<file path="config.mk">
export PLATFORM = sky130hd
export DESIGN_NAME = crash_latched_motor_slew_control_flat
export DESIGN_NICKNAME = d
export VERILOG_FILES = /design/src/cmslc_pkg.sv /design/src/cmslc_in_if.sv /design/src/cmslc_out_if.sv /design/src/cmslc_ema.sv /design/src/cmslc_sq.sv /design/src/cmslc_div.sv /design/src/crash_latched_motor_slew_control.sv /design/src/flat_wrapper.sv
export SDC_FILE = /design/constraint.sdc
export NUM_CORES = 2
export LEC_CHECK = 0
export BUFFER_PORTS_ARGS = -buffer_cell sky130_fd_sc_hd__buf_2
export CAP_MARGIN = 30
export CORE_MARGIN = 8
export CORE_UTILIZATION = 65
export CTS_CLUSTER_DIAMETER = 40
export DETAILED_ROUTE_END_ITERATION = 16
export PLACE_DENSITY = 0.82
export SLEW_MARGIN = 20
export SYNTH_ARGS = -nofsm -noshare
export SYNTH_HDL_FRONTEND = slang
export SYNTH_HIERARCHICAL = 1
export SYNTH_SLANG_ARGS = --single-unit
</file>
<file path="constraint.sdc">
create_clock -name clk -period 26.5 [get_ports clk]
set_input_delay 5.3 -clock clk [delete_from_list [all_inputs] [get_ports clk]]
set_output_delay 5.3 -clock clk [all_outputs]
set_load 0.02 [all_outputs]
</file>
<file path="src/cmslc_pkg.sv">
package cmslc_pkg;

    localparam int FRAC_BITS  = 8;
    localparam int HALF_LSB   = 1 << (FRAC_BITS - 1);

    localparam int OP_W       = 2;
    localparam int SAMPLE_W   = 15;
    localparam int KNOB_W     = 12;
    localparam int DUTY_W     = 8;
    localparam int SPEED_W    = 10;

    localparam int SMOOTH_W   = 8;
    localparam int THR_W      = 14;
    localparam int TILT_W     = 15;
    localparam int SLEW_W     = 10;

    localparam int CFG_IDX_W  = 3;
    localparam int CFG_DATA_W = 15;

    localparam int FILT_W     = 24;
    localparam int FILT_X_W   = FILT_W + 1;
    localparam int DIFF_W     = FILT_W + 1;
    localparam int ACC_W      = DIFF_W + 1;
    localparam int WIDE_W     = 40;

    localparam int SQ_W       = FILT_W;
    localparam int SQP_W      = 2 * SQ_W;
    localparam int THR2_W     = 2 * (THR_W + FRAC_BITS);
    localparam int CMP_W      = (THR2_W > SQP_W + 2) ? THR2_W : SQP_W + 2;
    localparam int CMP_X_W    = CMP_W + 1;

    localparam int DIV_NUM_W  = 22;
    localparam int DIV_Q_W    = 10;
    localparam int DIV_D_W    = 12;

    localparam int CNT_W      = $clog2(SQ_W);

    localparam int SPEED_MAX  = 1000;
    localparam int KNOB_FULL  = 4095;
    localparam int KNOB_SCALE = 1000;
    localparam int KNOB_ROUND = 2047;
    localparam int PCT_ROUND  = 5;
    localparam int PCT_DIV    = 10;
    localparam int DUTY_SCALE = 255;
    localparam int DUTY_DIV   = 100;
    localparam int DUTY_MAX   = 255;

    localparam int RST_SMOOTHING = 205;
    localparam int RST_CRASH_THR = 2500;
    localparam int RST_TILT_THR  = 200;
    localparam int RST_SLEW      = 20;
    localparam int RST_DEADBAND  = 8;
    localparam int RST_MIN_START = 12;

    typedef enum logic [OP_W-1:0] {
        OP_ACCEL = 2'd0,
        OP_TICK  = 2'd1,
        OP_KNOB  = 2'd2,
        OP_CLEAR = 2'd3
    } op_t;

    typedef enum logic [CFG_IDX_W-1:0] {
        REG_SMOOTHING = 3'd0,
        REG_CRASH_THR = 3'd1,
        REG_TILT_THR  = 3'd2,
        REG_SLEW      = 3'd3,
        REG_DEADBAND  = 3'd4,
        REG_MIN_START = 3'd5,
        REG_INVERT    = 3'd6
    } cfg_reg_t;

    typedef enum logic [3:0] {
        ST_IDLE,
        ST_EMA,
        ST_EMA_END,
        ST_SQ_LOAD,
        ST_SQ,
        ST_CMP_SUM,
        ST_CMP_DEC,
        ST_SLEW,
        ST_PCT_LOAD,
        ST_DIV_PCT,
        ST_DUTY_LOAD,
        ST_DIV_DUTY,
        ST_DUTY_SET,
        ST_DIV_KNOB,
        ST_KNOB_SET,
        ST_DONE
    } state_t;

    typedef struct packed {
        logic load;
        logic step;
        logic commit;
    } ema_ctrl_t;

    typedef struct packed {
        logic load;
        logic step;
    } seq_ctrl_t;

    function automatic logic signed [FILT_W-1:0] sat_filt(input logic signed [WIDE_W-1:0] v);
        logic signed [WIDE_W-1:0] hi;
        logic signed [WIDE_W-1:0] lo;
        hi = {{(WIDE_W-FILT_W+1){1'b0}}, {(FILT_W-1){1'b1}}};
        lo = {{(WIDE_W-FILT_W+1){1'b1}}, {(FILT_W-1){1'b0}}};
        if (v > hi)
            return hi[FILT_W-1:0];
        else if (v < lo)
            return lo[FILT_W-1:0];
        else
            return v[FILT_W-1:0];
    endfunction

    // Round half up to whole milli-g, keep the low field bits.
    function automatic logic [SAMPLE_W-1:0] to_mg(input logic signed [FILT_W-1:0] f);
        logic signed [FILT_X_W-1:0] t;
        logic signed [FILT_X_W-1:0] s;
        t = FILT_X_W'(f) + FILT_X_W'(HALF_LSB);
        s = t >>> FRAC_BITS;
        return s[SAMPLE_W-1:0];
    endfunction

endpackage

</file>
<file path="src/cmslc_in_if.sv">
interface cmslc_in_if;
    import cmslc_pkg::*;

    logic                       valid;
    logic                       ready;
    logic [OP_W-1:0]            op;
    logic signed [SAMPLE_W-1:0] accel_x;
    logic signed [SAMPLE_W-1:0] accel_y;
    logic signed [SAMPLE_W-1:0] accel_z;
    logic [KNOB_W-1:0]          knob_raw;

    modport source (output valid, op, accel_x, accel_y, accel_z, knob_raw, input ready);
    modport sink (input valid, op, accel_x, accel_y, accel_z, knob_raw, output ready);
endinterface

</file>
<file path="src/cmslc_out_if.sv">
interface cmslc_out_if;
    import cmslc_pkg::*;

    logic                       valid;
    logic                       ready;
    logic [DUTY_W-1:0]          duty;
    logic                       motor_run;
    logic                       crashed;
    logic [SPEED_W-1:0]         speed_now;
    logic signed [SAMPLE_W-1:0] smooth_x;
    logic signed [SAMPLE_W-1:0] smooth_y;
    logic signed [SAMPLE_W-1:0] smooth_z;

    modport source (output valid, duty, motor_run, crashed, speed_now,
                    smooth_x, smooth_y, smooth_z, input ready);
    modport sink (input valid, duty, motor_run, crashed, speed_now,
                  smooth_x, smooth_y, smooth_z, output ready);
endinterface

</file>
<file path="src/cmslc_ema.sv">
module cmslc_ema (
    input  logic                                 clk,
    input  logic                                 rst_n,
    input  cmslc_pkg::ema_ctrl_t                 ctrl,
    input  logic [cmslc_pkg::SMOOTH_W-1:0]       alpha,
    input  logic signed [cmslc_pkg::SAMPLE_W-1:0] sample,
    output logic signed [cmslc_pkg::FILT_W-1:0]  filt
);
    import cmslc_pkg::*;

    logic signed [FILT_W-1:0] filt_reg;
    logic signed [FILT_W-1:0] filt_next;
    logic signed [FILT_W-1:0] in_reg;
    logic signed [DIFF_W-1:0] diff_reg;
    logic [SMOOTH_W-1:0]      alpha_reg;
    logic signed [ACC_W-1:0]  acc_reg;
    logic [SMOOTH_W-1:0]      frac_reg;

    logic signed [WIDE_W-1:0] sample_wide;
    logic signed [FILT_W-1:0] in_sat;
    logic signed [DIFF_W-1:0] diff;
    logic signed [ACC_W-1:0]  addend;
    logic signed [ACC_W-1:0]  partial;
    logic signed [WIDE_W-1:0] round_wide;
    logic signed [WIDE_W-1:0] sum_wide;

    // new = in + round((old - in) * alpha / 256); the multiply runs one bit of alpha a cycle
    always_comb
    begin
        sample_wide = WIDE_W'(sample);
        in_sat      = sat_filt(sample_wide <<< FRAC_BITS);
        diff        = DIFF_W'(filt_reg) - DIFF_W'(in_sat);
        addend      = alpha_reg[0] ? ACC_W'(diff_reg) : ACC_W'(0);
        partial     = acc_reg + addend;
        round_wide  = WIDE_W'(signed'({1'b0, frac_reg[SMOOTH_W-1]}));
        sum_wide    = WIDE_W'(in_reg) + WIDE_W'(acc_reg) + round_wide;
        filt_next   = sat_filt(sum_wide);
    end

    always_ff @(posedge clk or negedge rst_n)
    begin
        if (!rst_n)
            filt_reg <= '0;
        else if (ctrl.commit)
            filt_reg <= filt_next;
    end

    always_ff @(posedge clk)
    begin
        if (ctrl.load)
        begin
            in_reg    <= in_sat;
            diff_reg  <= diff;
            alpha_reg <= alpha;
            acc_reg   <= '0;
            frac_reg  <= '0;
        end
        else if (ctrl.step)
        begin
            acc_reg   <= partial >>> 1;
            frac_reg  <= {partial[0], frac_reg[SMOOTH_W-1:1]};
            alpha_reg <= alpha_reg >> 1;
        end
    end

    assign filt = filt_reg;

endmodule

</file>
<file path="src/cmslc_sq.sv">
module cmslc_sq (
    input  logic                           clk,
    input  cmslc_pkg::seq_ctrl_t           ctrl,
    input  logic [cmslc_pkg::SQ_W-1:0]     operand,
    output logic [cmslc_pkg::SQP_W-1:0]    product
);
    import cmslc_pkg::*;

    logic [SQ_W-1:0] mcand_reg;
    logic [SQ_W-1:0] mplier_reg;
    logic [SQ_W-1:0] acc_reg;
    logic [SQ_W:0]   partial;

    // Shift-add: multiplier bits leave at the bottom, product low bits enter at the top
    always_comb
    begin
        partial = {1'b0, acc_reg} + (mplier_reg[0] ? {1'b0, mcand_reg} : (SQ_W+1)'(0));
    end

    always_ff @(posedge clk)
    begin
        if (ctrl.load)
        begin
            mcand_reg  <= operand;
            mplier_reg <= operand;
            acc_reg    <= '0;
        end
        else if (ctrl.step)
        begin
            acc_reg    <= partial[SQ_W:1];
            mplier_reg <= {partial[0], mplier_reg[SQ_W-1:1]};
        end
    end

    assign product = {acc_reg, mplier_reg};

endmodule

</file>
<file path="src/cmslc_div.sv">
module cmslc_div (
    input  logic                             clk,
    input  logic                             rst_n,
    input  cmslc_pkg::seq_ctrl_t             ctrl,
    input  logic [cmslc_pkg::DIV_NUM_W-1:0]  num,
    input  logic [cmslc_pkg::DIV_D_W-1:0]    den,
    output logic [cmslc_pkg::DIV_Q_W-1:0]    quo
);
    import cmslc_pkg::*;

    logic [DIV_D_W-1:0] rem_reg;
    logic [DIV_D_W-1:0] den_reg;
    logic [DIV_Q_W-1:0] quo_reg;
    logic [DIV_D_W:0]   trial;
    logic [DIV_D_W:0]   diff;
    logic               fits;

    // Restoring division: numerator bits shift out of quo_reg as quotient bits shift in.
    // The top of the numerator must already be below the divisor.
    always_comb
    begin
        trial = {rem_reg, quo_reg[DIV_Q_W-1]};
        fits  = (trial >= {1'b0, den_reg});
        diff  = trial - {1'b0, den_reg};
    end

    always_ff @(posedge clk)
    begin
        if (ctrl.load)
        begin
            rem_reg <= num[DIV_NUM_W-1:DIV_Q_W];
            quo_reg <= num[DIV_Q_W-1:0];
            den_reg <= den;
        end
        else if (ctrl.step)
        begin
            rem_reg <= fits ? diff[DIV_D_W-1:0] : trial[DIV_D_W-1:0];
            quo_reg <= {quo_reg[DIV_Q_W-2:0], fits};
        end
    end

    assign quo = quo_reg;

    a_rem_below_den: assert property (@(posedge clk) disable iff (!rst_n)
        ctrl.step |=> rem_reg < den_reg)
        else $error("divider remainder not below divisor");

endmodule

</file>
<file path="src/crash_latched_motor_slew_control.sv">
// Crash-latched motor slew controller.
//
// cmd carries one request per valid/ready handshake: op selects an accel
// sample, a motor tick, a knob sample or a crash clear. status returns one
// result per request with the held duty, run flag, crash latch, present
// speed and the three smoothed accelerations in milli-g.
// cfg_we/cfg_index/cfg_data write one register per cycle; write only while idle.
//
// One request is worked on at a time. An accel sample runs the serial
// smoother multiply, the serial squarers and the compare; a motor tick runs
// two serial divisions, or goes straight to the result when crashed; a knob
// sample runs one division; a clear goes straight to the result.
// The result is held in an output register, so the next request is taken
// while a result still waits; if status stalls, the following request stops
// at its final state until the output register frees.
// Reset clears the filters, crash latch, speeds, duty and run flag, empties
// the output register and restores the default register values.
module crash_latched_motor_slew_control (
    input  logic                               clk,
    input  logic                               rst_n,
    cmslc_in_if.sink                           cmd,
    cmslc_out_if.source                        status,
    input  logic                               cfg_we,
    input  logic [cmslc_pkg::CFG_IDX_W-1:0]    cfg_index,
    input  logic [cmslc_pkg::CFG_DATA_W-1:0]   cfg_data
);
    import cmslc_pkg::*;

    // configuration
    logic [SMOOTH_W-1:0]      smooth_reg;
    logic [THR_W-1:0]         thr_reg;
    logic signed [TILT_W-1:0] tilt_reg;
    logic [SLEW_W-1:0]        slew_reg;
    logic [DUTY_W-1:0]        deadband_reg;
    logic [DUTY_W-1:0]        min_start_reg;
    logic                     invert_reg;

    // control and state
    state_t              state_reg, state_next;
    logic [CNT_W-1:0]    cnt_reg, cnt_next;
    logic                crash_reg, crash_next;
    logic [SPEED_W-1:0]  target_reg, target_next;
    logic [SPEED_W-1:0]  speed_reg, speed_next;
    logic [DUTY_W-1:0]   duty_reg, duty_next;
    logic                run_reg, run_next;
    logic                out_valid_reg, out_valid_next;

    logic [DUTY_W-1:0]          out_duty_reg;
    logic                       out_run_reg;
    logic                       out_crash_reg;
    logic [SPEED_W-1:0]         out_speed_reg;
    logic signed [SAMPLE_W-1:0] out_x_reg;
    logic signed [SAMPLE_W-1:0] out_y_reg;
    logic signed [SAMPLE_W-1:0] out_z_reg;

    logic [CMP_W-1:0]           sxy_reg;
    logic signed [CMP_X_W-1:0]  rest_reg;

    ema_ctrl_t           ema_ctrl;
    seq_ctrl_t           sq_ctrl;
    seq_ctrl_t           div_ctrl;
    logic [DIV_NUM_W-1:0] div_num;
    logic [DIV_D_W-1:0]  div_den;
    logic [DIV_Q_W-1:0]  div_quo;
    logic                out_load;
    logic                sum_load;
    logic                accept;

    logic signed [FILT_W-1:0] filt_x, filt_y, filt_z;
    logic [SQ_W-1:0]     mag_x, mag_y, mag_z;
    logic [SQP_W-1:0]    prod_x, prod_y, prod_z, prod_t;
    logic [CMP_W-1:0]    thr2;
    logic                mag_hit;
    logic                tilt_hit;
    logic signed [WIDE_W-1:0] fy_wide, tilt_wide;

    logic [KNOB_W-1:0]    knob_eff;
    logic [DIV_NUM_W-1:0] knob_num;
    logic [SPEED_W:0]     up_sum;
    logic [SPEED_W-1:0]   gap;
    logic [SPEED_W-1:0]   slew_val;
    logic [DUTY_W-1:0]    duty_raw;

    cmslc_ema u_ema_x (.clk(clk), .rst_n(rst_n), .ctrl(ema_ctrl), .alpha(smooth_reg),
                       .sample(cmd.accel_x), .filt(filt_x));
    cmslc_ema u_ema_y (.clk(clk), .rst_n(rst_n), .ctrl(ema_ctrl), .alpha(smooth_reg),
                       .sample(cmd.accel_y), .filt(filt_y));
    cmslc_ema u_ema_z (.clk(clk), .rst_n(rst_n), .ctrl(ema_ctrl), .alpha(smooth_reg),
                       .sample(cmd.accel_z), .filt(filt_z));

    assign mag_x = filt_x[FILT_W-1] ? SQ_W'(-filt_x) : SQ_W'(filt_x);
    assign mag_y = filt_y[FILT_W-1] ? SQ_W'(-filt_y) : SQ_W'(filt_y);
    assign mag_z = filt_z[FILT_W-1] ? SQ_W'(-filt_z) : SQ_W'(filt_z);

    cmslc_sq u_sq_x (.clk(clk), .ctrl(sq_ctrl), .operand(mag_x), .product(prod_x));
    cmslc_sq u_sq_y (.clk(clk), .ctrl(sq_ctrl), .operand(mag_y), .product(prod_y));
    cmslc_sq u_sq_z (.clk(clk), .ctrl(sq_ctrl), .operand(mag_z), .product(prod_z));
    cmslc_sq u_sq_t (.clk(clk), .ctrl(sq_ctrl), .operand(SQ_W'(thr_reg)), .product(prod_t));

    cmslc_div u_div (.clk(clk), .rst_n(rst_n), .ctrl(div_ctrl), .num(div_num),
                     .den(div_den), .quo(div_quo));

    // Threshold is squared unscaled, then moved up by both fraction shifts
    assign thr2      = CMP_W'(prod_t) << (2 * FRAC_BITS);
    assign mag_hit   = signed'({1'b0, sxy_reg}) >= rest_reg;
    assign fy_wide   = WIDE_W'(filt_y);
    assign tilt_wide = WIDE_W'(tilt_reg) <<< FRAC_BITS;
    assign tilt_hit  = fy_wide > tilt_wide;

    assign knob_eff = invert_reg ? KNOB_W'(KNOB_FULL) - cmd.knob_raw : cmd.knob_raw;
    assign knob_num = DIV_NUM_W'(knob_eff) * DIV_NUM_W'(KNOB_SCALE) + DIV_NUM_W'(KNOB_ROUND);

    always_comb
    begin
        up_sum   = {1'b0, speed_reg} + (SPEED_W+1)'(slew_reg);
        gap      = speed_reg - target_reg;
        slew_val = speed_reg;
        if (speed_reg < target_reg)
            slew_val = (up_sum > {1'b0, target_reg}) ? target_reg : up_sum[SPEED_W-1:0];
        else if (speed_reg > target_reg)
            slew_val = (gap > SPEED_W'(slew_reg)) ? speed_reg - SPEED_W'(slew_reg)
                                                  : target_reg;
        duty_raw = (div_quo > DIV_Q_W'(DUTY_MAX)) ? DUTY_W'(DUTY_MAX) : div_quo[DUTY_W-1:0];
    end

    assign accept     = cmd.valid && cmd.ready;
    assign cmd.ready  = (state_reg == ST_IDLE);

    always_comb
    begin
        state_next     = state_reg;
        cnt_next       = cnt_reg;
        crash_next     = crash_reg;
        target_next    = target_reg;
        speed_next     = speed_reg;
        duty_next      = duty_reg;
        run_next       = run_reg;
        ema_ctrl       = '0;
        sq_ctrl        = '0;
        div_ctrl       = '0;
        div_num        = knob_num;
        div_den        = DIV_D_W'(KNOB_FULL);
        sum_load       = 1'b0;
        out_load       = 1'b0;

        unique case (state_reg)
            ST_IDLE:
            begin
                if (accept)
                begin
                    cnt_next = '0;
                    unique case (op_t'(cmd.op))
                        OP_ACCEL:
                        begin
                            ema_ctrl.load = 1'b1;
                            state_next    = ST_EMA;
                        end
                        OP_TICK:
                            state_next = ST_SLEW;
                        OP_KNOB:
                        begin
                            div_ctrl.load = 1'b1;
                            state_next    = ST_DIV_KNOB;
                        end
                        OP_CLEAR:
                        begin
                            crash_next = 1'b0;
                            state_next = ST_DONE;
                        end
                        default:
                            state_next = ST_IDLE;
                    endcase
                end
            end
            ST_EMA:
            begin
                ema_ctrl.step = 1'b1;
                cnt_next      = cnt_reg + CNT_W'(1);
                if (cnt_reg == CNT_W'(SMOOTH_W - 1))
                    state_next = ST_EMA_END;
            end
            ST_EMA_END:
            begin
                ema_ctrl.commit = 1'b1;
                state_next      = ST_SQ_LOAD;
            end
            ST_SQ_LOAD:
            begin
                sq_ctrl.load = 1'b1;
                cnt_next     = '0;
                state_next   = ST_SQ;
            end
            ST_SQ:
            begin
                sq_ctrl.step = 1'b1;
                cnt_next     = cnt_reg + CNT_W'(1);
                if (cnt_reg == CNT_W'(SQ_W - 1))
                    state_next = ST_CMP_SUM;
            end
            ST_CMP_SUM:
            begin
                sum_load   = 1'b1;
                state_next = ST_CMP_DEC;
            end
            ST_CMP_DEC:
            begin
                if (mag_hit || tilt_hit)
                    crash_next = 1'b1;
                state_next = ST_DONE;
            end
            ST_SLEW:
            begin
                if (crash_reg)
                begin
                    speed_next = '0;
                    duty_next  = '0;
                    run_next   = 1'b0;
                    state_next = ST_DONE;
                end
                else
                begin
                    speed_next = slew_val;
                    state_next = ST_PCT_LOAD;
                end
            end
            ST_PCT_LOAD:
            begin
                div_ctrl.load = 1'b1;
                div_num       = DIV_NUM_W'(speed_reg) + DIV_NUM_W'(PCT_ROUND);
                div_den       = DIV_D_W'(PCT_DIV);
                cnt_next      = '0;
                state_next    = ST_DIV_PCT;
            end
            ST_DIV_PCT:
            begin
                div_ctrl.step = 1'b1;
                cnt_next      = cnt_reg + CNT_W'(1);
                if (cnt_reg == CNT_W'(DIV_Q_W - 1))
                    state_next = ST_DUTY_LOAD;
            end
            ST_DUTY_LOAD:
            begin
                div_ctrl.load = 1'b1;
                div_num       = DIV_NUM_W'(div_quo) * DIV_NUM_W'(DUTY_SCALE);
                div_den       = DIV_D_W'(DUTY_DIV);
                cnt_next      = '0;
                state_next    = ST_DIV_DUTY;
            end
            ST_DIV_DUTY:
            begin
                div_ctrl.step = 1'b1;
                cnt_next      = cnt_reg + CNT_W'(1);
                if (cnt_reg == CNT_W'(DIV_Q_W - 1))
                    state_next = ST_DUTY_SET;
            end
            ST_DUTY_SET:
            begin
                if (duty_raw <= deadband_reg)
                begin
                    duty_next = '0;
                    run_next  = 1'b0;
                end
                else
                begin
                    duty_next = (duty_raw < min_start_reg) ? min_start_reg : duty_raw;
                    run_next  = 1'b1;
                end
                state_next = ST_DONE;
            end
            ST_DIV_KNOB:
            begin
                div_ctrl.step = 1'b1;
                cnt_next      = cnt_reg + CNT_W'(1);
                if (cnt_reg == CNT_W'(DIV_Q_W - 1))
                    state_next = ST_KNOB_SET;
            end
            ST_KNOB_SET:
            begin
                target_next = SPEED_W'(div_quo);
                state_next  = ST_DONE;
            end
            ST_DONE:
            begin
                // hold until the output register frees
                if (!out_valid_reg || status.ready)
                begin
                    out_load   = 1'b1;
                    state_next = ST_IDLE;
                end
            end
            default:
                state_next = ST_IDLE;
        endcase

        if (out_load)
            out_valid_next = 1'b1;
        else if (status.ready)
            out_valid_next = 1'b0;
        else
            out_valid_next = out_valid_reg;
    end

    always_ff @(posedge clk or negedge rst_n)
    begin
        if (!rst_n)
        begin
            state_reg     <= ST_IDLE;
            cnt_reg       <= '0;
            crash_reg     <= 1'b0;
            target_reg    <= '0;
            speed_reg     <= '0;
            duty_reg      <= '0;
            run_reg       <= 1'b0;
            out_valid_reg <= 1'b0;
        end
        else
        begin
            state_reg     <= state_next;
            cnt_reg       <= cnt_next;
            crash_reg     <= crash_next;
            target_reg    <= target_next;
            speed_reg     <= speed_next;
            duty_reg      <= duty_next;
            run_reg       <= run_next;
            out_valid_reg <= out_valid_next;
        end
    end

    always_ff @(posedge clk or negedge rst_n)
    begin
        if (!rst_n)
        begin
            smooth_reg    <= SMOOTH_W'(RST_SMOOTHING);
            thr_reg       <= THR_W'(RST_CRASH_THR);
            tilt_reg      <= TILT_W'(RST_TILT_THR);
            slew_reg      <= SLEW_W'(RST_SLEW);
            deadband_reg  <= DUTY_W'(RST_DEADBAND);
            min_start_reg <= DUTY_W'(RST_MIN_START);
            invert_reg    <= 1'b0;
        end
        else if (cfg_we)
        begin
            unique case (cfg_reg_t'(cfg_index))
                REG_SMOOTHING: smooth_reg    <= cfg_data[SMOOTH_W-1:0];
                REG_CRASH_THR: thr_reg       <= cfg_data[THR_W-1:0];
                REG_TILT_THR:  tilt_reg      <= cfg_data[TILT_W-1:0];
                REG_SLEW:      slew_reg      <= cfg_data[SLEW_W-1:0];
                REG_DEADBAND:  deadband_reg  <= cfg_data[DUTY_W-1:0];
                REG_MIN_START: min_start_reg <= cfg_data[DUTY_W-1:0];
                REG_INVERT:    invert_reg    <= cfg_data[0];
                default:       invert_reg    <= invert_reg;
            endcase
        end
    end

    always_ff @(posedge clk)
    begin
        if (sum_load)
        begin
            sxy_reg  <= CMP_W'(prod_x) + CMP_W'(prod_y);
            rest_reg <= signed'(CMP_X_W'(thr2)) - signed'(CMP_X_W'(prod_z));
        end
        if (out_load)
        begin
            out_duty_reg  <= duty_reg;
            out_run_reg   <= run_reg;
            out_crash_reg <= crash_reg;
            out_speed_reg <= speed_reg;
            out_x_reg     <= to_mg(filt_x);
            out_y_reg     <= to_mg(filt_y);
            out_z_reg     <= to_mg(filt_z);
        end
    end

    assign status.valid     = out_valid_reg;
    assign status.duty      = out_duty_reg;
    assign status.motor_run = out_run_reg;
    assign status.crashed   = out_crash_reg;
    assign status.speed_now = out_speed_reg;
    assign status.smooth_x  = out_x_reg;
    assign status.smooth_y  = out_y_reg;
    assign status.smooth_z  = out_z_reg;

    a_clear_releases: assert property (@(posedge clk) disable iff (!rst_n)
        (accept && cmd.op == OP_CLEAR) |=> !crash_reg)
        else $error("crash latch still set after clear");

    a_speed_in_range: assert property (@(posedge clk) disable iff (!rst_n)
        speed_reg <= SPEED_W'(SPEED_MAX))
        else $error("present speed above full scale");

    a_run_matches_duty: assert property (@(posedge clk) disable iff (!rst_n)
        run_reg == (duty_reg != '0))
        else $error("run flag disagrees with held duty");

    a_crash_stops_motor: assert property (@(posedge clk) disable iff (!rst_n)
        (state_reg == ST_SLEW && crash_reg) |=> (speed_reg == '0 && !run_reg))
        else $error("tick while crashed left the motor running");

endmodule
</file>
<file path="src/flat_wrapper.sv">
// flat-port wrapper written by rule: the top's interface ports become plain ports
module crash_latched_motor_slew_control_flat import cmslc_pkg::*;
  (clk, rst_n, cfg_we, cfg_index, cfg_data, cmd_valid, cmd_op, cmd_accel_x, cmd_accel_y, cmd_accel_z, cmd_knob_raw, cmd_ready, status_valid, status_duty, status_motor_run, status_crashed, status_speed_now, status_smooth_x, status_smooth_y, status_smooth_z, status_ready);
  cmslc_in_if cmd_i ();
  cmslc_out_if status_i ();
  input  logic clk;
  input  logic rst_n;
  input  logic cfg_we;
  input  logic [cmslc_pkg::CFG_IDX_W-1:0] cfg_index;
  input  logic [cmslc_pkg::CFG_DATA_W-1:0] cfg_data;
  input wire logic [$bits(cmd_i.valid)-1:0] cmd_valid;
  input wire logic [$bits(cmd_i.op)-1:0] cmd_op;
  input wire logic [$bits(cmd_i.accel_x)-1:0] cmd_accel_x;
  input wire logic [$bits(cmd_i.accel_y)-1:0] cmd_accel_y;
  input wire logic [$bits(cmd_i.accel_z)-1:0] cmd_accel_z;
  input wire logic [$bits(cmd_i.knob_raw)-1:0] cmd_knob_raw;
  output wire logic [$bits(cmd_i.ready)-1:0] cmd_ready;
  output wire logic [$bits(status_i.valid)-1:0] status_valid;
  output wire logic [$bits(status_i.duty)-1:0] status_duty;
  output wire logic [$bits(status_i.motor_run)-1:0] status_motor_run;
  output wire logic [$bits(status_i.crashed)-1:0] status_crashed;
  output wire logic [$bits(status_i.speed_now)-1:0] status_speed_now;
  output wire logic [$bits(status_i.smooth_x)-1:0] status_smooth_x;
  output wire logic [$bits(status_i.smooth_y)-1:0] status_smooth_y;
  output wire logic [$bits(status_i.smooth_z)-1:0] status_smooth_z;
  input wire logic [$bits(status_i.ready)-1:0] status_ready;
  assign cmd_i.valid = cmd_valid;
  assign cmd_i.op = cmd_op;
  assign cmd_i.accel_x = cmd_accel_x;
  assign cmd_i.accel_y = cmd_accel_y;
  assign cmd_i.accel_z = cmd_accel_z;
  assign cmd_i.knob_raw = cmd_knob_raw;
  assign cmd_ready = cmd_i.ready;
  assign status_valid = status_i.valid;
  assign status_duty = status_i.duty;
  assign status_motor_run = status_i.motor_run;
  assign status_crashed = status_i.crashed;
  assign status_speed_now = status_i.speed_now;
  assign status_smooth_x = status_i.smooth_x;
  assign status_smooth_y = status_i.smooth_y;
  assign status_smooth_z = status_i.smooth_z;
  assign status_i.ready = status_ready;
  crash_latched_motor_slew_control u_core (.clk(clk), .rst_n(rst_n), .cmd(cmd_i), .status(status_i), .cfg_we(cfg_we), .cfg_index(cfg_index), .cfg_data(cfg_data));
endmodule
</file>
### Word level (Yosys, flattened, before mapping)

Cells that the tools add are included.

| cells by class | value |
|---|---|
| reductions and logical operators | 32 |
| equal/unequal tests | 37 |
| multiply operators | 2 |
| muxes and demuxes | 89 |
| add/subtract/negate cells | 32 |
| order comparisons | 22 |

Operator list:

| cell | number |
|---|---|
| 24-bit two-way mux | 24 |
| 26-bit by 2-bit adder with 27-bit output | 3 |
| 27-bit by 24-bit > comparator with 1-bit output, second input constant | 3 |
| 27-bit by 24-bit less-than comparator with 1-bit output, second input constant | 3 |
| 8-bit two-way mux | 10 |
| 24-bit by 25-bit adder with 26-bit output | 3 |
| 25-bit by 26-bit adder with 26-bit output | 3 |
| 26-bit two-way mux | 3 |
| 24-bit by 25-bit adder with 25-bit output | 3 |
| 24-bit by 24-bit subtractor with 25-bit output | 3 |
| 23-bit by 24-bit > comparator with 1-bit output, second input constant | 3 |
| 23-bit by 24-bit less-than comparator with 1-bit output, second input constant | 3 |
| 24-bit negator | 3 |
| 10-bit two-way mux | 7 |
| 23-bit by 9-bit adder with 23-bit output, second input constant | 3 |
| 4-bit case mux with 14 select lines | 1 |
| 51-bit >= comparator | 1 |
| 50-bit by 48-bit subtractor with 51-bit output | 1 |
| 48-bit by 48-bit adder with 49-bit output | 1 |
| 12-bit two-way mux | 4 |
| 22-bit case mux with 2 select lines | 1 |
| 14-bit two-way mux | 3 |
| 4-bit equality test, second input constant | 8 |
| 4-bit two-way mux | 7 |
| 53 further kinds | 110 |

| word-level totals | value |
|---|---|
| output and inout port bits | 67 |
| register bits after elaboration | 924 |

### Logic depth before layout (Yosys ltp)

| logic depth | value |
|---|---|
| depth in word-level cells | 6 |
| gate-level depth with buffers | 25 |

### Cells and area by module

The synthesis kept the hierarchy.

By module, submodules not included:

| module | area an instance (um2) | instances | cells an instance |
|---|---|---|---|
| crash_latched_motor_slew_control | 24,862.6 | 1 | 2,651 |
| cmslc_ema (u_core.u_ema_y ...) | 6,512.5 | 2 | 662 |
| cmslc_sq (u_core.u_sq_x ...) | 3,941.3 | 3 | 349 |
| cmslc_ema (u_core.u_ema_x) | 6,476.2 | 1 | 679 |
| cmslc_sq (u_core.u_sq_t) | 3,980.1 | 1 | 350 |
| cmslc_div | 2,053.2 | 1 | 185 |

### Least setup slack after synthesis

Ideal clock, no wire load.

| timing | value |
|---|---|
| kind | input to register |
| from | input cmd_knob_raw[5] |
| to | register u_core.u_div.rem_reg[11], data pin |
| stages on the path | 20 |
| library setup time | 0.269 ns |
| buffers on the path | 0 |
| setup slack | 15.916 ns |
| data arrival time | 10.315 ns |
| cell sequence | xor2_1 -> inv_1 -> fa_1 -> fa_1 -> fa_1 -> fa_1 -> inv_1 -> ha_1 -> a21o_1 -> a2111oi_0 -> o31a_1 -> or3_1 -> o211a_1 -> nand4_1 -> nor4_2 -> a211o_1 -> nand2_1 -> and2_1 -> a41oi_1 -> o31ai_1 |

| on the way | value |
|---|---|
| word-level cells in the longest chain between the ends | 6 |

RTL lines:

| item | RTL line | RTL |
|---|---|---|
| start: declaration | flat_wrapper.sv:16 | `input wire logic [$bits(cmd_i.knob_raw)-1:0] cmd_knob_raw;` |
| 12-bit subtractor | crash_latched_motor_slew_control.sv:110 | `assign knob_eff = invert_reg ? KNOB_W'(KNOB_FULL) - cmd.knob_raw : cmd.knob_raw;` |
| 12-bit two-way mux * | crash_latched_motor_slew_control.sv:110 |  |
| 12-bit by 7-bit multiplier with 19-bit output * | crash_latched_motor_slew_control.sv:111 | `assign knob_num = DIV_NUM_W'(knob_eff) * DIV_NUM_W'(KNOB_SCALE) + DIV_NUM_W'(KNOB_ROUND);` |
| 22-bit by 11-bit adder with 22-bit output * | crash_latched_motor_slew_control.sv:111 |  |
| 22-bit case mux with 2 select lines * | crash_latched_motor_slew_control.sv:146 | `unique case (state_reg)` |
| named net u_core.div_num[21] | crash_latched_motor_slew_control.sv:62 | `logic [DIV_NUM_W-1:0] div_num;` |
| 12-bit two-way mux * | cmslc_div.sv:29 | `if (ctrl.load)` |
| end signal: assignment | cmslc_div.sv:31 | `rem_reg <= num[DIV_NUM_W-1:DIV_Q_W];` |
| end signal: assignment | cmslc_div.sv:37 | `rem_reg <= fits ? diff[DIV_D_W-1:0] : trial[DIV_D_W-1:0];` |
| end: declaration | cmslc_div.sv:11 | `logic [DIV_D_W-1:0] rem_reg;` |

Mark *: on every way through the listed nets, which the timed path passes. The rest lies on a longest branch.
A chain may end at the register's enable or synchronous reset.

### Worst setup path in the final report

Ends and elaborated chain as after synthesis.

==> metrics <==
# DRC 0; Crit Path Class primary input to flip-flop; setup TNS 0 ps; CTS Buf Count 141; hold_sp u_core/duty_reg[7]; area grow syn2layout 10.9%; clk slew on worst S/H paths ~60 ps; hpwl dp 118 mm; largest net degree at the start of global routing around 150; Ant. Diodes 0; core area 0.0949 sq mm; Sequential Area 0.0240 sq mm; grt ovf 0; R2R cell count 20; main combinational cell family by area after synthesis compound AO/OA/AOI/OAI gates; Netlist cell types roughly 120; skew final 42.7 ps; Ports 149; Die X 325 um; final hold slack around 440 ps; Fmax 0.0936 GHz; Tcrit/Tclk final 0.403; Hold-fix buffers, CTS 0; CTS tree yes; Synth Area in Compound Gates 0.169; Crit Reg-Reg Endpoint u_core/u_div/rem_reg[11]; Async S/R FF share, synth 0.199; mux share of post-synthesis cell area 0.0456; DP Area around 0.064 sq mm; number of flip-flops in the largest register 51; Post-Syn Instances 6236; Synth Area in Adders 0.148; number of enable flip-flop cells after synthesis 535; pre-CTS WS 15100 ps; Worst Tran Pin Value 989 ps; WP data arrival ~11000 ps; Tot GR Track Use 0.290; initial antenna violation count 1; Synth area leader edfxtp_1; Filler cells roughly 6700; final estimated routing congestion in global placement 0.958; first-pass GRT wire length 252 mm; row count 113; Max clock buf depth 3; final wirelength around 160 mm; Required @ worst endpoint 26970 ps; area of the multi-input gates roughly 0.036 sq mm; Synth warnings 6; Slew HR 0.340; via count about 49000; drt pass-1 iters 6; Synth Register Bits approximately 890; syn avg cell area between 9 and 10 sq um; Post-CTS Setup Bufs 0; port bufs 148; XOR/XNOR Fraction of Synth Area 0.0661; die area between 0.1 and 0.15 sq mm; Layout Nets 7147; Seq/Total Area, Yosys 0.385; Detailed Route Iter0 Violations between 4000 and 5000; mapped cell area 0.0622 sq mm; crit end category flip-flop; CTS Sinks roughly 890; post-layout minimum cycle time approximately 11000 ps; die extent in y between 300 and 400 um; top cell type's share of synthesized area 0.258; root buffer cell clkbuf_16; Reg2Reg Launch Point u_core/invert_reg; share of layout cells above drive strength 1 0.117; Primary FF master, synth edfxtp_1; antenna viol nets, final 0; simple-gate share of the synthesized area 0.140; ranking of synthesized cells by area edfxtp_1, ha_1, dfrtp_1; H-tree depth 4; via/cell ratio 6.31; vias in the first global route around 48000; WL/cell 20.6 um; Worst Hold Class flip-flop to flip-flop; Initial Utilization 0.656; final setup vio count 0; worst hold endpoint u_core/status.duty[7]; FF-to-FF setup slack 19620 ps; fin worst setup slack 15820 ps; worst skew pair latency 760 ps; worst-path fanout max 7; hold path depth 0; Max Cap Viol 0; unrepaired setup endpoints after global routing no; endpoints failing hold 0; startpoint types primary input; post-route cell area around 0.07 sq mm; status finished, final reports clean; Slew Viols, Final 0; Resized cells post-CTS 0
## critical path: stages
cell       delay [ps]
buf_2             100
xor2_1            490
inv_1             250
fa_1              610
fa_1              440
fa_1              490
fa_1              520
inv_1              40
ha_1              360
a21o_1            190
a2111oi_0         520
o31a_1            210
or3_1             160
o211a_1           170
nand4_1           180
nor4_2            440
a211o_1           180
nand2_1            60
and2_1            160
a41oi_1           160
o31ai_1           100
## final cells by class
type | instances | area share
sequential | 885 | 0.347
multi-input combinational | 4666 | 0.514
timing repair buffer | 181 | 0.0152
inverter | 507 | 0.0276
tap | 1265 | 0.0229
clock buffer | 163 | 0.0543
clock inverter | 98 | 0.0184
## worst max-delay path by stage
stage | to | startpoint | cells after the start | slack [ps]
2_1_floorplan | u_core/u_div/rem_reg[11] | cmd_knob_raw[5] | 20 | 15920
3_3_place_gp | u_core/u_div/rem_reg[11] | cmd_knob_raw[5] | 21 | 15220
3_5_place_dp | u_core/u_div/rem_reg[11] | cmd_knob_raw[5] | 21 | 15100
4_1_cts | u_core/u_div/rem_reg[11] | cmd_knob_raw[5] | 21 | 15860
5_1_grt | u_core/u_div/rem_reg[10] | cmd_knob_raw[5] | 21 | 15570
6_report | u_core/u_div/rem_reg[11] | cmd_knob_raw[5] | 21 | 15820
## routing by layer
layer  global-route usage  vias up  part of all wire
met5                    0        -                 0
met1                0.382    23700              0.42
met4                0.124        0             0.042
met3               0.0505      403             0.069
met2                0.470     1861              0.47
li1                     -    23100                 -
## synthesized netlist by cell type, drive strengths merged (27+ instances only)
master,number
and3,59
or3,37
and2,209
o21bai,50
edfxtp,535
mux2,174
and4,35
buf,47
nand4,72
mux2i,88
o221ai,57
o21a,84
clkbuf,142
xor2,181
nand2,420
nand2b,60
a21oi,354
dfrtp,158
nor4,27
ha,596
a211oi,92
o211ai,39
a21o,165
inv,504
nand3,141
nor2b,51
o21ai,296
xnor2,288
dfxtp,174
nor3,114
a31oi,44
o31ai,66
fa,87
nor2,377
## stage by stage
stage | std cells | util
final | 7765 | 0.728
after global routing | 7765 | 0.728
after CTS | 7758 | 0.727
after detailed placement | 7497 | 0.674
after global placement | 7497 | 0.674
after floorplan | 6255 | -
## logic make-up after synthesis
| family | after synthesis |
|---|---|
| adders and majority gates | 683 |
| DFF | 885 |
| other | 1 |
| and+or+nand+nor | 1707 |
| muxes | 262 |
| xor gates and xnor gates | 469 |
| buffers and inverters | 704 |
| AOI/OAI and AO/OA | 1525 |
## layout by cell type (no fill, tap or decap), types with 174 or more instances in the layout
master,Yosys,layout
ha_1,596,596
dfxtp_1,174,174
o21ai_0,278,278
xor2_1,181,181
and2_1,205,204
nor2_1,377,375
edfxtp_1,535,535
inv_1,504,503
mux2_2,174,174
nand2_1,418,418
xnor2_1,287,287
a21oi_1,351,351
Power is not shown: default switching activity piles up to over one toggle a cycle in this logic, so the estimate is an artifact.
